--- src/rtl/bae_pkg.sv ---
// Shared types and constants for the block average error estimator.
// Used by bae_engine and block_average_error_estimator. No dependencies.
`timescale 1ns / 1ps
`default_nettype none

package bae_pkg;

    localparam int SAMPLE_WIDTH = 32;
    localparam int MAX_BLOCKS   = 1024;

    localparam int SUM_W   = 48;   // sample sum
    localparam int LEN_W   = 16;   // block length / sample count
    localparam int NB_W    = 11;   // block total / block count
    localparam int VSUM_W  = 40;   // sum of block values, Q.16
    localparam int SSUM_W  = 50;   // sum of block squares, Q.16
    localparam int DIV_W   = 50;   // serial divider dividend/quotient
    localparam int RAD_W   = 64;   // serial root radicand
    localparam int ROOT_W  = 32;
    localparam int MUL_W   = 40;   // serial multiplier operand
    localparam int OUT_W   = 32;
    localparam int STEP_W  = 6;

    localparam int DIV_STEPS  = DIV_W;
    localparam int SQRT_STEPS = RAD_W / 2;
    localparam int MUL_STEPS  = MUL_W;

    // variance clamp, 2^46
    localparam logic [SSUM_W-1:0] VAR_MAX = 50'h4000_0000_0000;

    // APB register map
    localparam int ADDR_W = 3;
    localparam int DATA_W = 32;
    localparam logic [ADDR_W-1:0] ADDR_BLOCK_LENGTH = 3'd0;
    localparam logic [ADDR_W-1:0] ADDR_BLOCK_TOTAL  = 3'd4;

    localparam logic [LEN_W-1:0] BLOCK_LENGTH_RST = 16'd100;
    localparam logic [NB_W-1:0]  BLOCK_TOTAL_RST  = 11'd100;

    typedef enum logic [3:0] {
        E_IDLE,
        E_BDIV,
        E_BSQRT,
        E_BMUL,
        E_RDIV_AVG,
        E_RDIV_M2,
        E_RMUL,
        E_RDIFF,
        E_RDIV_VAR,
        E_RSQRT,
        E_ROUT
    } t_eng_state;

    // closed block handed to the engine
    typedef struct packed {
        logic             start;
        logic [SUM_W-1:0] sum;
        logic [LEN_W-1:0] len;
        logic [NB_W-1:0]  nb;
    } t_job;

    // finished run from the engine
    typedef struct packed {
        logic             valid;
        logic [OUT_W-1:0] average;
        logic [OUT_W-1:0] sigma;
    } t_res;

endpackage

`default_nettype wire

--- src/rtl/bae_engine.sv ---
// Serial post-processing engine: block mean, root, square and run statistics.
// One bit-serial divider, a two-bit-per-step root unit and a shift-add
// multiplier, sequenced by one FSM. Depends on bae_pkg.
`timescale 1ns / 1ps
`default_nettype none

module bae_engine
    import bae_pkg::*;
(
    input  wire logic i_clk,
    input  wire logic i_rst_n,
    input  wire t_job i_job,
    input  wire logic i_out_free,
    output t_res      o_res,
    output logic      o_busy
);

    t_eng_state r_state, n_state;
    logic [STEP_W-1:0] r_step, n_step;

    logic [DIV_W-1:0]  r_dq, n_dq;
    logic [LEN_W-1:0]  r_drem, n_drem;
    logic [LEN_W-1:0]  r_dvs, n_dvs;
    logic [NB_W-1:0]   r_nb, n_nb;

    logic [RAD_W-1:0]  r_rad, n_rad;
    logic [ROOT_W+1:0] r_srem, n_srem;
    logic [ROOT_W-1:0] r_root, n_root;

    logic [MUL_W-1:0]   r_mula, n_mula;
    logic [2*MUL_W-1:0] r_mulp, n_mulp;

    logic [VSUM_W-1:0] r_vsum, n_vsum;
    logic [SSUM_W-1:0] r_ssum, n_ssum;
    logic [NB_W-1:0]   r_bcnt, n_bcnt;
    logic [VSUM_W-1:0] r_avg, n_avg;
    logic [SSUM_W-1:0] r_mean2, n_mean2;
    logic [ROOT_W-1:0] r_sigma, n_sigma;

    // one step of each serial unit
    logic [LEN_W:0]     s_drsh, s_ddif;
    logic               s_dge;
    logic [DIV_W-1:0]   s_dq;
    logic [LEN_W-1:0]   s_drem;
    logic [ROOT_W+1:0]  s_rsh, s_trial, s_rdif;
    logic               s_rge;
    logic [ROOT_W+1:0]  s_srem;
    logic [ROOT_W-1:0]  s_root;
    logic [RAD_W-1:0]   s_rad;
    logic [MUL_W:0]     s_madd;
    logic [2*MUL_W-1:0] s_mulp;

    logic last_div, last_sqrt, last_mul;
    logic [NB_W-1:0]   bcnt_inc;
    logic [SSUM_W-1:0] avsq;
    logic [OUT_W-1:0]  m_sat;
    logic [46:0]       var_clamp;
    logic              res_valid;

    // restoring divider, one quotient bit per cycle
    assign s_drsh = {r_drem, r_dq[DIV_W-1]};
    assign s_ddif = s_drsh - {1'b0, r_dvs};
    assign s_dge  = (s_drsh >= {1'b0, r_dvs});
    assign s_drem = s_dge ? s_ddif[LEN_W-1:0] : s_drsh[LEN_W-1:0];
    assign s_dq   = {r_dq[DIV_W-2:0], s_dge};

    // digit-by-digit root, two radicand bits per cycle
    assign s_rsh   = {r_srem[ROOT_W-1:0], r_rad[RAD_W-1 -: 2]};
    assign s_trial = {r_root, 2'b01};
    assign s_rdif  = s_rsh - s_trial;
    assign s_rge   = (s_rsh >= s_trial);
    assign s_srem  = s_rge ? s_rdif : s_rsh;
    assign s_root  = {r_root[ROOT_W-2:0], s_rge};
    assign s_rad   = {r_rad[RAD_W-3:0], 2'b00};

    // shift-add multiplier, product in {hi, lo} shifting right
    assign s_madd = {1'b0, r_mulp[2*MUL_W-1:MUL_W]} + (r_mulp[0] ? {1'b0, r_mula} : '0);
    assign s_mulp = {s_madd, r_mulp[MUL_W-1:1]};

    assign last_div  = (r_step == STEP_W'(DIV_STEPS - 1));
    assign last_sqrt = (r_step == STEP_W'(SQRT_STEPS - 1));
    assign last_mul  = (r_step == STEP_W'(MUL_STEPS - 1));

    assign bcnt_inc  = r_bcnt + NB_W'(1);
    assign avsq      = {2'b00, r_mulp[63:16]};
    assign m_sat     = (|s_dq[DIV_W-1:OUT_W]) ? '1 : s_dq[OUT_W-1:0];
    assign var_clamp = (s_dq > VAR_MAX) ? VAR_MAX[46:0] : s_dq[46:0];

    assign o_busy        = (r_state != E_IDLE);
    assign o_res.valid   = res_valid;
    assign o_res.average = (|r_avg[VSUM_W-1:OUT_W]) ? '1 : r_avg[OUT_W-1:0];
    assign o_res.sigma   = r_sigma;

    always_ff @(posedge i_clk) begin
        if (!i_rst_n) begin
            r_state <= E_IDLE;
            r_step  <= '0;
            r_vsum  <= '0;
            r_ssum  <= '0;
            r_bcnt  <= '0;
        end else begin
            r_state <= n_state;
            r_step  <= n_step;
            r_vsum  <= n_vsum;
            r_ssum  <= n_ssum;
            r_bcnt  <= n_bcnt;
        end
    end

    always_ff @(posedge i_clk) begin
        r_dq    <= n_dq;
        r_drem  <= n_drem;
        r_dvs   <= n_dvs;
        r_nb    <= n_nb;
        r_rad   <= n_rad;
        r_srem  <= n_srem;
        r_root  <= n_root;
        r_mula  <= n_mula;
        r_mulp  <= n_mulp;
        r_avg   <= n_avg;
        r_mean2 <= n_mean2;
        r_sigma <= n_sigma;
    end

    always_comb begin
        n_state   = r_state;
        n_step    = r_step + STEP_W'(1);
        n_dq      = r_dq;
        n_drem    = r_drem;
        n_dvs     = r_dvs;
        n_nb      = r_nb;
        n_rad     = r_rad;
        n_srem    = r_srem;
        n_root    = r_root;
        n_mula    = r_mula;
        n_mulp    = r_mulp;
        n_vsum    = r_vsum;
        n_ssum    = r_ssum;
        n_bcnt    = r_bcnt;
        n_avg     = r_avg;
        n_mean2   = r_mean2;
        n_sigma   = r_sigma;
        res_valid = 1'b0;

        case (r_state)
            E_IDLE: begin
                n_step = '0;
                if (i_job.start) begin
                    n_dq    = {{(DIV_W-SUM_W){1'b0}}, i_job.sum};
                    n_drem  = '0;
                    n_dvs   = i_job.len;
                    n_nb    = i_job.nb;
                    n_state = E_BDIV;
                end
            end
            E_BDIV: begin
                n_dq   = s_dq;
                n_drem = s_drem;
                if (last_div) begin
                    // block mean Q24.8 -> radicand mean * 2^24
                    n_rad   = {8'b0, m_sat, 24'b0};
                    n_srem  = '0;
                    n_root  = '0;
                    n_step  = '0;
                    n_state = E_BSQRT;
                end
            end
            E_BSQRT: begin
                n_rad  = s_rad;
                n_srem = s_srem;
                n_root = s_root;
                if (last_sqrt) begin
                    n_vsum  = r_vsum + {{(VSUM_W-ROOT_W){1'b0}}, s_root};
                    n_mula  = {{(MUL_W-ROOT_W){1'b0}}, s_root};
                    n_mulp  = {{(2*MUL_W-ROOT_W){1'b0}}, s_root};
                    n_step  = '0;
                    n_state = E_BMUL;
                end
            end
            E_BMUL: begin
                n_mulp = s_mulp;
                if (last_mul) begin
                    n_ssum = r_ssum + {{(SSUM_W-40){1'b0}}, s_mulp[55:16]};
                    n_bcnt = bcnt_inc;
                    n_step = '0;
                    if (bcnt_inc >= r_nb) begin
                        n_dq    = {{(DIV_W-VSUM_W){1'b0}}, r_vsum};
                        n_drem  = '0;
                        n_dvs   = {{(LEN_W-NB_W){1'b0}}, r_nb};
                        n_state = E_RDIV_AVG;
                    end else begin
                        n_state = E_IDLE;
                    end
                end
            end
            E_RDIV_AVG: begin
                n_dq   = s_dq;
                n_drem = s_drem;
                if (last_div) begin
                    n_avg   = s_dq[VSUM_W-1:0];
                    n_dq    = r_ssum;
                    n_drem  = '0;
                    n_step  = '0;
                    n_state = E_RDIV_M2;
                end
            end
            E_RDIV_M2: begin
                n_dq   = s_dq;
                n_drem = s_drem;
                if (last_div) begin
                    n_mean2 = s_dq;
                    n_mula  = r_avg;
                    n_mulp  = {{MUL_W{1'b0}}, r_avg};
                    n_step  = '0;
                    n_state = E_RMUL;
                end
            end
            E_RMUL: begin
                n_mulp = s_mulp;
                if (last_mul) begin
                    n_step  = '0;
                    n_state = E_RDIFF;
                end
            end
            E_RDIFF: begin
                n_step = '0;
                if ((r_nb > NB_W'(1)) && (r_mean2 > avsq)) begin
                    n_dq    = r_mean2 - avsq;
                    n_drem  = '0;
                    n_dvs   = {{(LEN_W-NB_W){1'b0}}, r_nb - NB_W'(1)};
                    n_state = E_RDIV_VAR;
                end else begin
                    n_sigma = '0;
                    n_state = E_ROUT;
                end
            end
            E_RDIV_VAR: begin
                n_dq   = s_dq;
                n_drem = s_drem;
                if (last_div) begin
                    n_rad   = {1'b0, var_clamp, 16'b0};
                    n_srem  = '0;
                    n_root  = '0;
                    n_step  = '0;
                    n_state = E_RSQRT;
                end
            end
            E_RSQRT: begin
                n_rad  = s_rad;
                n_srem = s_srem;
                n_root = s_root;
                if (last_sqrt) begin
                    n_sigma = s_root;
                    n_step  = '0;
                    n_state = E_ROUT;
                end
            end
            E_ROUT: begin
                n_step = '0;
                if (i_out_free) begin
                    res_valid = 1'b1;
                    n_vsum    = '0;
                    n_ssum    = '0;
                    n_bcnt    = '0;
                    n_state   = E_IDLE;
                end
            end
            default: begin
                n_step  = '0;
                n_state = E_IDLE;
            end
        endcase
    end

endmodule

`default_nettype wire

--- src/rtl/block_average_error_estimator.sv ---
// Block-averaging standard-error estimator, top level.
// Sample accumulation, APB registers and output register; uses bae_pkg and
// bae_engine.
//
// Samples (unsigned Q24.8) are taken one per cycle while a block fills.
// When a block closes, its sum goes to a serial engine that divides by the
// block length (one quotient bit per step), takes the Q16.16 root (two
// radicand bits per step) and squares it (shift-add), while the next block
// keeps accumulating. A sample that would close a block is stalled until the
// engine has finished the previous one, so within a run a block_length of 123
// or more sustains one sample per cycle. After the last block of a run the
// engine runs two divides, a square, a compare, a third divide and a root (the
// last two are skipped when sigma is forced to zero) and then offers average
// and sigma (Q16.16) on the output register, later if that register is still
// held; the run's accumulators clear as that result is written.
// The source must send exactly block_length x block_total samples per run.
`timescale 1ns / 1ps
`default_nettype none

module block_average_error_estimator
    import bae_pkg::*;
(
    input  wire logic                    i_clk,
    input  wire logic                    i_rst_n,
    // sample channel
    input  wire logic                    i_valid,
    output logic                         o_stall,
    input  wire logic [SAMPLE_WIDTH-1:0] i_sample,
    // result channel
    output logic                         o_valid,
    input  wire logic                    i_stall,
    output logic [OUT_W-1:0]             o_average,
    output logic [OUT_W-1:0]             o_sigma,
    // configuration
    input  wire logic                    psel,
    input  wire logic                    penable,
    input  wire logic                    pwrite,
    input  wire logic [ADDR_W-1:0]       paddr,
    input  wire logic [DATA_W-1:0]       pwdata,
    output logic [DATA_W-1:0]            prdata,
    output logic                         pready
);

    logic [LEN_W-1:0] r_block_length;
    logic [NB_W-1:0]  r_block_total;
    logic [SUM_W-1:0] r_sample_sum, n_sample_sum;
    logic [LEN_W-1:0] r_sample_count, n_sample_count;
    logic             r_out_valid;
    logic [OUT_W-1:0] r_average, r_sigma;

    logic [LEN_W-1:0] len_eff;
    logic [NB_W-1:0]  nb_eff;
    logic [SUM_W:0]   sum_add;
    logic [SUM_W-1:0] sum_sat;
    logic [LEN_W-1:0] count_inc;
    logic             closing, accept, cfg_wr, out_free, eng_busy;
    t_job             job;
    t_res             res;

    assign pready = 1'b1;
    assign cfg_wr = psel && penable && pwrite;

    always_comb begin
        case (paddr)
            ADDR_BLOCK_LENGTH: prdata = {{(DATA_W-LEN_W){1'b0}}, r_block_length};
            ADDR_BLOCK_TOTAL:  prdata = {{(DATA_W-NB_W){1'b0}}, r_block_total};
            default:           prdata = '0;
        endcase
    end

    always_ff @(posedge i_clk) begin
        if (!i_rst_n) begin
            r_block_length <= BLOCK_LENGTH_RST;
            r_block_total  <= BLOCK_TOTAL_RST;
        end else if (cfg_wr) begin
            if (paddr == ADDR_BLOCK_LENGTH) begin
                r_block_length <= pwdata[LEN_W-1:0];
            end
            if (paddr == ADDR_BLOCK_TOTAL) begin
                r_block_total <= pwdata[NB_W-1:0];
            end
        end
    end

    // zero means one; total clamps at the block limit
    assign len_eff = (r_block_length == '0) ? LEN_W'(1) : r_block_length;
    assign nb_eff  = (r_block_total == '0) ? NB_W'(1) :
                     (r_block_total > NB_W'(MAX_BLOCKS)) ? NB_W'(MAX_BLOCKS) :
                     r_block_total;

    assign sum_add   = {1'b0, r_sample_sum} + {{(SUM_W+1-SAMPLE_WIDTH){1'b0}}, i_sample};
    assign sum_sat   = sum_add[SUM_W] ? '1 : sum_add[SUM_W-1:0];
    assign count_inc = r_sample_count + LEN_W'(1);
    assign closing   = (count_inc >= len_eff);

    // only the block-closing transfer waits for the engine
    assign o_stall = eng_busy && closing;
    assign accept  = i_valid && !o_stall;

    always_comb begin
        n_sample_sum   = r_sample_sum;
        n_sample_count = r_sample_count;
        if (accept) begin
            if (closing) begin
                n_sample_sum   = '0;
                n_sample_count = '0;
            end else begin
                n_sample_sum   = sum_sat;
                n_sample_count = count_inc;
            end
        end
    end

    always_ff @(posedge i_clk) begin
        if (!i_rst_n) begin
            r_sample_sum   <= '0;
            r_sample_count <= '0;
        end else begin
            r_sample_sum   <= n_sample_sum;
            r_sample_count <= n_sample_count;
        end
    end

    assign job.start = accept && closing;
    assign job.sum   = sum_sat;
    assign job.len   = len_eff;
    assign job.nb    = nb_eff;

    assign out_free = !r_out_valid || !i_stall;

    bae_engine u_engine (
        .i_clk      (i_clk),
        .i_rst_n    (i_rst_n),
        .i_job      (job),
        .i_out_free (out_free),
        .o_res      (res),
        .o_busy     (eng_busy)
    );

    always_ff @(posedge i_clk) begin
        if (!i_rst_n) begin
            r_out_valid <= 1'b0;
        end else if (res.valid) begin
            r_out_valid <= 1'b1;
        end else if (!i_stall) begin
            r_out_valid <= 1'b0;
        end
    end

    always_ff @(posedge i_clk) begin
        if (res.valid) begin
            r_average <= res.average;
            r_sigma   <= res.sigma;
        end
    end

    assign o_valid   = r_out_valid;
    assign o_average = r_average;
    assign o_sigma   = r_sigma;

endmodule

`default_nettype wire

--- config.mk ---
export PLATFORM = sky130hd
export DESIGN_NAME = block_average_error_estimator
export DESIGN_NICKNAME = d
export VERILOG_FILES = /design/src/rtl/bae_pkg.sv /design/src/rtl/bae_engine.sv /design/src/rtl/block_average_error_estimator.sv
export SDC_FILE = /design/constraint.sdc
export NUM_CORES = 2
export LEC_CHECK = 0
export BUFFER_PORTS_ARGS = -buffer_cell sky130_fd_sc_hd__buf_2
export CAP_MARGIN = 20
export CORE_MARGIN = 2
export CORE_UTILIZATION = 43
export CTS_CLUSTER_SIZE = 30
export DETAILED_ROUTE_END_ITERATION = 10
export PLACE_DENSITY = 0.69
export SYNTH_ARGS = -nofsm -noshare
export SYNTH_HDL_FRONTEND = slang
export SYNTH_HIERARCHICAL = 1
export SYNTH_SLANG_ARGS = --single-unit
export TNS_END_PERCENT = 5
--- constraint.sdc ---
create_clock -name i_clk -period 25.2 [get_ports i_clk]
set_input_delay 2.52 -clock i_clk [delete_from_list [all_inputs] [get_ports i_clk]]
set_output_delay 2.52 -clock i_clk [all_outputs]
set_load 0.005 [all_outputs]
# After elaboration in Yosys (flattened, before gate mapping)
# Cells that the tools add are included.
[totals]
ff_bits = 730
latch_bits = 0
mem_bits_rw = 0
romBits = 0
inputBits = 74
mem_count = 0
[classes]
n_addsub = 11
multipliers = 0
n_div = 0
n_lt_le_gt_ge = 8
eq_ne = 29
n_shift = 0
mux = 74
bitwise_logic = 0
n_reduce_logical = 47
[op_table]
columns = ["cell", "count"]
rows = [
  ["50-bit 2-to-1 mux", 7],
  ["50-bit case mux with 5 select lines", 1],
  ["80-bit case mux with 3 select lines", 1],
  ["40-bit 2-to-1 mux", 5],
  ["16-bit 2-to-1 mux", 12],
  ["32-bit 2-to-1 mux", 6],
  ["32-bit case mux with 2 select lines", 3],
  ["64-bit case mux with 3 select lines", 1],
  ["80-bit 2-to-1 mux", 2],
  ["40-bit case mux with 2 select lines", 2],
  ["64-bit 2-to-1 mux", 2],
  ["50-bit case mux with 2 select lines", 1],
  ["48-bit 2-to-1 mux", 2],
  ["16-bit case mux with 5 select lines", 1],
  ["50-bit by 40-bit adder with 50-bit output", 1],
  ["50-bit by 47-bit greater-than comparator with 1-bit output (second input constant)", 1],
  ["50-bit by 48-bit greater-than comparator with 1-bit output", 1],
  ["50-bit by 48-bit subtractor with 50-bit output", 1],
  ["48-bit by 32-bit adder with 49-bit output", 1],
  ["16-bit case mux with 3 select lines", 1],
  ["47-bit 2-to-1 mux", 1],
  ["4-bit case mux with 11 select lines", 1],
  ["40-bit by 41-bit adder with 41-bit output", 1],
  ["40-bit by 32-bit adder with 40-bit output", 1],
  ["other kinds (50)", 113],
]

# Depth between registers and ports, before layout
[logic_depth]
word_depth = 9
depth_mapped = 25
mapped_depth_nobuf = 23

# Modules after synthesis
# The synthesis kept the hierarchy.
[modules_own_cells]
columns = ["module", "instances", "cells_each", "area_each_um2", "seq_area_each_um2"]
rows = [
  ["bae_engine", 1, 3578, 34754.6, 15645.0],
  ["block_average_error_estimator", 1, 956, 8959.8, 3763.6],
]

# Worst setup path after synthesis
# No wires, ideal clock.
[synth_path]
path_type = "register -> register"
start = "register u_engine.r_state[0]"
end = "register u_engine.r_mulp[0], enable pin"
setup_time_ns = 0.663
arrival_time_ns = 7.275
required_ns = 24.537
setup_slack_ns = 17.263
path_stages_with_launch = 6
path_cell_list = "dfxtp_1 clkbuf_1 buf_2 clkbuf_1 nor2_1 a311oi_1"
[synth_between]
elab_chain_cells = 4
elab_cells_between_ends = 9
classes_between = "eq/ne (6); reduce/logical (3)"
[synth_rtl]
columns = ["element", "line", "rtl"]
rows = [
  ["start: declaration", "bae_engine.sv:18", "t_eng_state r_state, n_state;"],
  ["start signal: assignment", "bae_engine.sv:102", "r_state <= n_state;"],
  ["4-bit by 2-bit equality test with 1-bit output or 4-bit by 3-bit equality test with 1-bit output (tied branches)", "bae_engine.sv:145", "case (r_state)"],
  ["2-bit OR reduction (no line)", "-", ""],
  ["3-bit nonzero test (no line)", "-", ""],
  ["3-bit AND reduction (no line) (*)", "-", ""],
  ["end signal: assignment", "bae_engine.sv:119", "r_mulp <= n_mulp;"],
  ["end: declaration", "bae_engine.sv:31", "logic [2*MUL_W-1:0] r_mulp, n_mulp;"],
]
# Mark *: on every way between the ends. The rest lies on a longest branch, timed or not.
# A chain may end at the register's enable or synchronous reset.

# Final worst setup path
[layout_path]
start = "register r_sample_count[0]"
end = "output port o_stall"
[layout_between]
elab_chain_cells = 3
[layout_rtl]
columns = ["element", "line", "rtl"]
rows = [
  ["start: declaration", "block_average_error_estimator.sv:47", "logic [LEN_W-1:0] r_sample_count, n_sample_count;"],
  ["start signal: assignment", "block_average_error_estimator.sv:120", "r_sample_count <= n_sample_count;"],
  ["16-bit by 1-bit adder with 16-bit output", "block_average_error_estimator.sv:93", "assign count_inc = r_sample_count + LEN_W'(1);"],
  ["16-bit greater-or-equal comparator", "block_average_error_estimator.sv:94", "assign closing = (count_inc >= len_eff);"],
  ["1-bit logical AND", "block_average_error_estimator.sv:97", "assign o_stall = eng_busy && closing;"],
  ["end: declaration", "block_average_error_estimator.sv:27", "output logic o_stall,"],
]
# Every way passes these cells.

==> impl_metrics.tcl <==
set metrics [dict create \
    drv_slew 0 \
    synthTopCellsByArea "edfxtp_1 35%, dfxtp_1 9.3%, ha_1 7.9%" \
    drive_gt1_share_pct 9.45 \
    ioPinCount 173 \
    viasPerCell 5.95 \
    drtIter0Drc 3915 \
    die-area_um2 104000 \
    ys_ff_latch 714 \
    hold_viol 0 \
    swShare_pct 24.3 \
    core_area_um2 100000 \
    cts_tree "done" \
    crit_path_max_fanout 10 \
    fmax_mhz 145 \
    p_clk_share_pct 45.7 \
    start_kind "flop" \
    synth.largest_area_cell "edfxtp_1" \
    ys.flop_type "edfxtp_1" \
    clockBufferDepth 3 \
    cpPeakStageDelay_ns 0.66 \
    start_util_pct 43.5 \
    htree_levels 3 \
    clk_pin_slew_worst_paths_ns 0.06 \
    ys_seq_area_share_pct 44.4 \
    cts_made_buffers 82 \
    synth_area_um2 43700 \
    holdWs_ns 0.399 \
    finClkSkew_ns 0.0442 \
    ir_worst_vdd_uv 54.8 \
    crit_chain "ha_1 > nand3_1 > nor2_1 > and3_1 > and3_1 > nand3_1 > xnor2_1 > ha_1 > a21o_1 > a21o_1 > a21oi_1 > o21ai_0 > a21oi_1 > nor2_1 > buf_2" \
    avgSynthCellArea_um2 9.64 \
    async_flop_share_pct 0 \
    period_needed_ns 6.89 \
    fp.dieW_um 323 \
    synth_edf_count 511 \
    drv_cap 0 \
    synth_cells 4534 \
    leakage_uw 0.0186 \
    mostFrequentLayoutCells "511 x edfxtp_1, 390 x nor2_1, 390 x nand2_1, 303 x a21oi_1, 283 x o21ai_0" \
    critPathBufInv 1 \
    slowest_stage "a21oi_1" \
    finalSetupViolations 0 \
    synth_warnings 6 \
    grt_pass1_vias 32969 \
    grt_max_degree 99 \
    cp-end-kind "output port" \
    layout.nets 4933 \
    outcome "finished, final reports clean" \
    yosys.area.top_type_share_pct 35.1 \
    dpl.hpwl_um 98300 \
    syn2layout_area_growth_pct 10.8 \
    power_uw 2650 \
    drcViolationCount 0 \
    grtUsageTotal_pct 25.2 \
    p_int_uw 2010 \
    port_buffers 139 \
    cts_resized 0 \
    cts.sinks 714 \
    synth.distinct_cells 113 \
    dr.pass1.iters 6 \
    ctsHoldBuffers 0 \
    tightest_slew_ns 1.08 \
    wl_per_cell_um 22.3 \
    rows 116 \
    power_density_nw_per_um2 54.7 \
    globalRouteOverflowTotal 0 \
    min_period_over_period_pct 27.3 \
    vias 35720 \
    die_h_um 323 \
    hp-class "flop to flop" \
    place.gp.congestion 0.976 \
    finalSetupTns_ns 0 \
    critical_path_arrival_ns 4.37 \
    seq_power_share_pct 47.6 \
    pwr-share-comb_pct 6.7 \
    rsz0062_at_grt "false" \
    cts-root-buf "clkbuf_16" \
    antenna_found_initial 4 \
    criticalPathCategory "flop to output port" \
    worstPathRequired_ns 22.68 \
    path_delay_family "compound AO/OA/AOI/OAI gates" \
    grt_pass1_wl_um 201000 \
    post_cts.repair.setup_buffers 0 \
    max_slew_margin_pct 27.9 \
    routed_wl_um 134000 \
    ant_nets 0 \
    power.switching_uw 644 \
    insertion_delay_ns 0.68 \
    final_common_cell "edfxtp_1" \
]
power by group through the flow:
stage               combinational (µW)  clock, µW  sequential (µW)
finish                             176       1210             1260
global route                       189       1280             1260
CTS                                175       1230             1260
detailed placement                 175          0             1290
global placement                   173          0             1290
floorplan                          117          0             1280
synthesized netlist by cell type (74+ instances only):
master / count
nor2_1: 393
ha_1: 275
xnor2_1: 155
and2_1: 144
clkbuf_1: 175
inv_1: 192
edfxtp_1: 511
nor2b_1: 74
dfxtp_1: 203
o21ai_0: 285
nand3_1: 137
xor2_1: 101
a21oi_1: 307
a21o_1: 136
nand2_1: 391
logic make-up (layout without fill, tap and decap cells):
logic type      after synthesis  count (layout)  synth area share, %
buf+inv                     435             532                 4.01
compound gates             1296            1296                 20.2
other cells                   2              19               0.0172
mux                          70              70                 1.62
simple gates               1479            1479                 16.4
fa+ha+maj                   282             282                 8.17
xor+xnor                    256             256                 5.13
flops                       714             714                 44.4
per-stage QoR:
| step | setup WS (ns) | std cells | util, % | instance area [µm²] |
|---|---|---|---|---|
| 2_1_floorplan | 17.26 | 4549 | - | 43800 |
| 3_3_place_gp | 18.07 | 5849 | 45.4 | 45600 |
| 3_5_place_dp | 18.02 | 5849 | 45.4 | 45600 |
| 4_1_cts | 18.25 | 6001 | 48.2 | 48400 |
| 5_1_grt | 17.89 | 6003 | 48.2 | 48400 |
| 6_report | 18.31 | 6005 | 48.2 | 48400 |
routing by layer:
layer	share of wire [%]	vias up	track usage [%]
li1	-	16759	-
met1	42	17205	35.3
met2	44	1513	38.7
met3	9.2	241	4.16
met4	4.5	2	10.6
met5	0.0097	-	0
layout make-up:
| type | count | area (µm²) |
|---|---|---|
| Antenna cell | 2 | 5.00 |
| Sequential cell | 714 | 19400 |
| Multi-Input combinational cell | 3400 | 22800 |
| Fill cell | 9447 | 52000 |
| Timing Repair Buffer | 185 | 1080 |
| Tap cell | 1357 | 1700 |
| Clock buffer | 113 | 2300 |
| Inverter | 195 | 732 |
| Clock inverter | 39 | 439 |
state kept, by name, indices dropped and copies added (netlist names), 40 cells and up:
name	flops
r_sample_sum	48
u_engine/r_avg	40
u_engine/r_dq	50
u_engine/r_mean2	50
u_engine/r_mula	40
u_engine/r_mulp	80
u_engine/r_rad	48
u_engine/r_ssum	50
u_engine/r_vsum	40
path summary, 6_finish.rpt:
path	startpoint	to	slack, ns	cells after the start
worst max-delay path	r_sample_count[0]	o_stall	18.31	15
worst min-delay path	u_engine/r_sigma[15]	o_sigma[15]	0.40	0
worst max register to register	u_engine/r_root[1]	u_engine/r_vsum[34]	18.66	23
worst min register to register	u_engine/r_sigma[15]	o_sigma[15]	0.40	0
No activity file was read; power rests on OpenSTA's default activity.
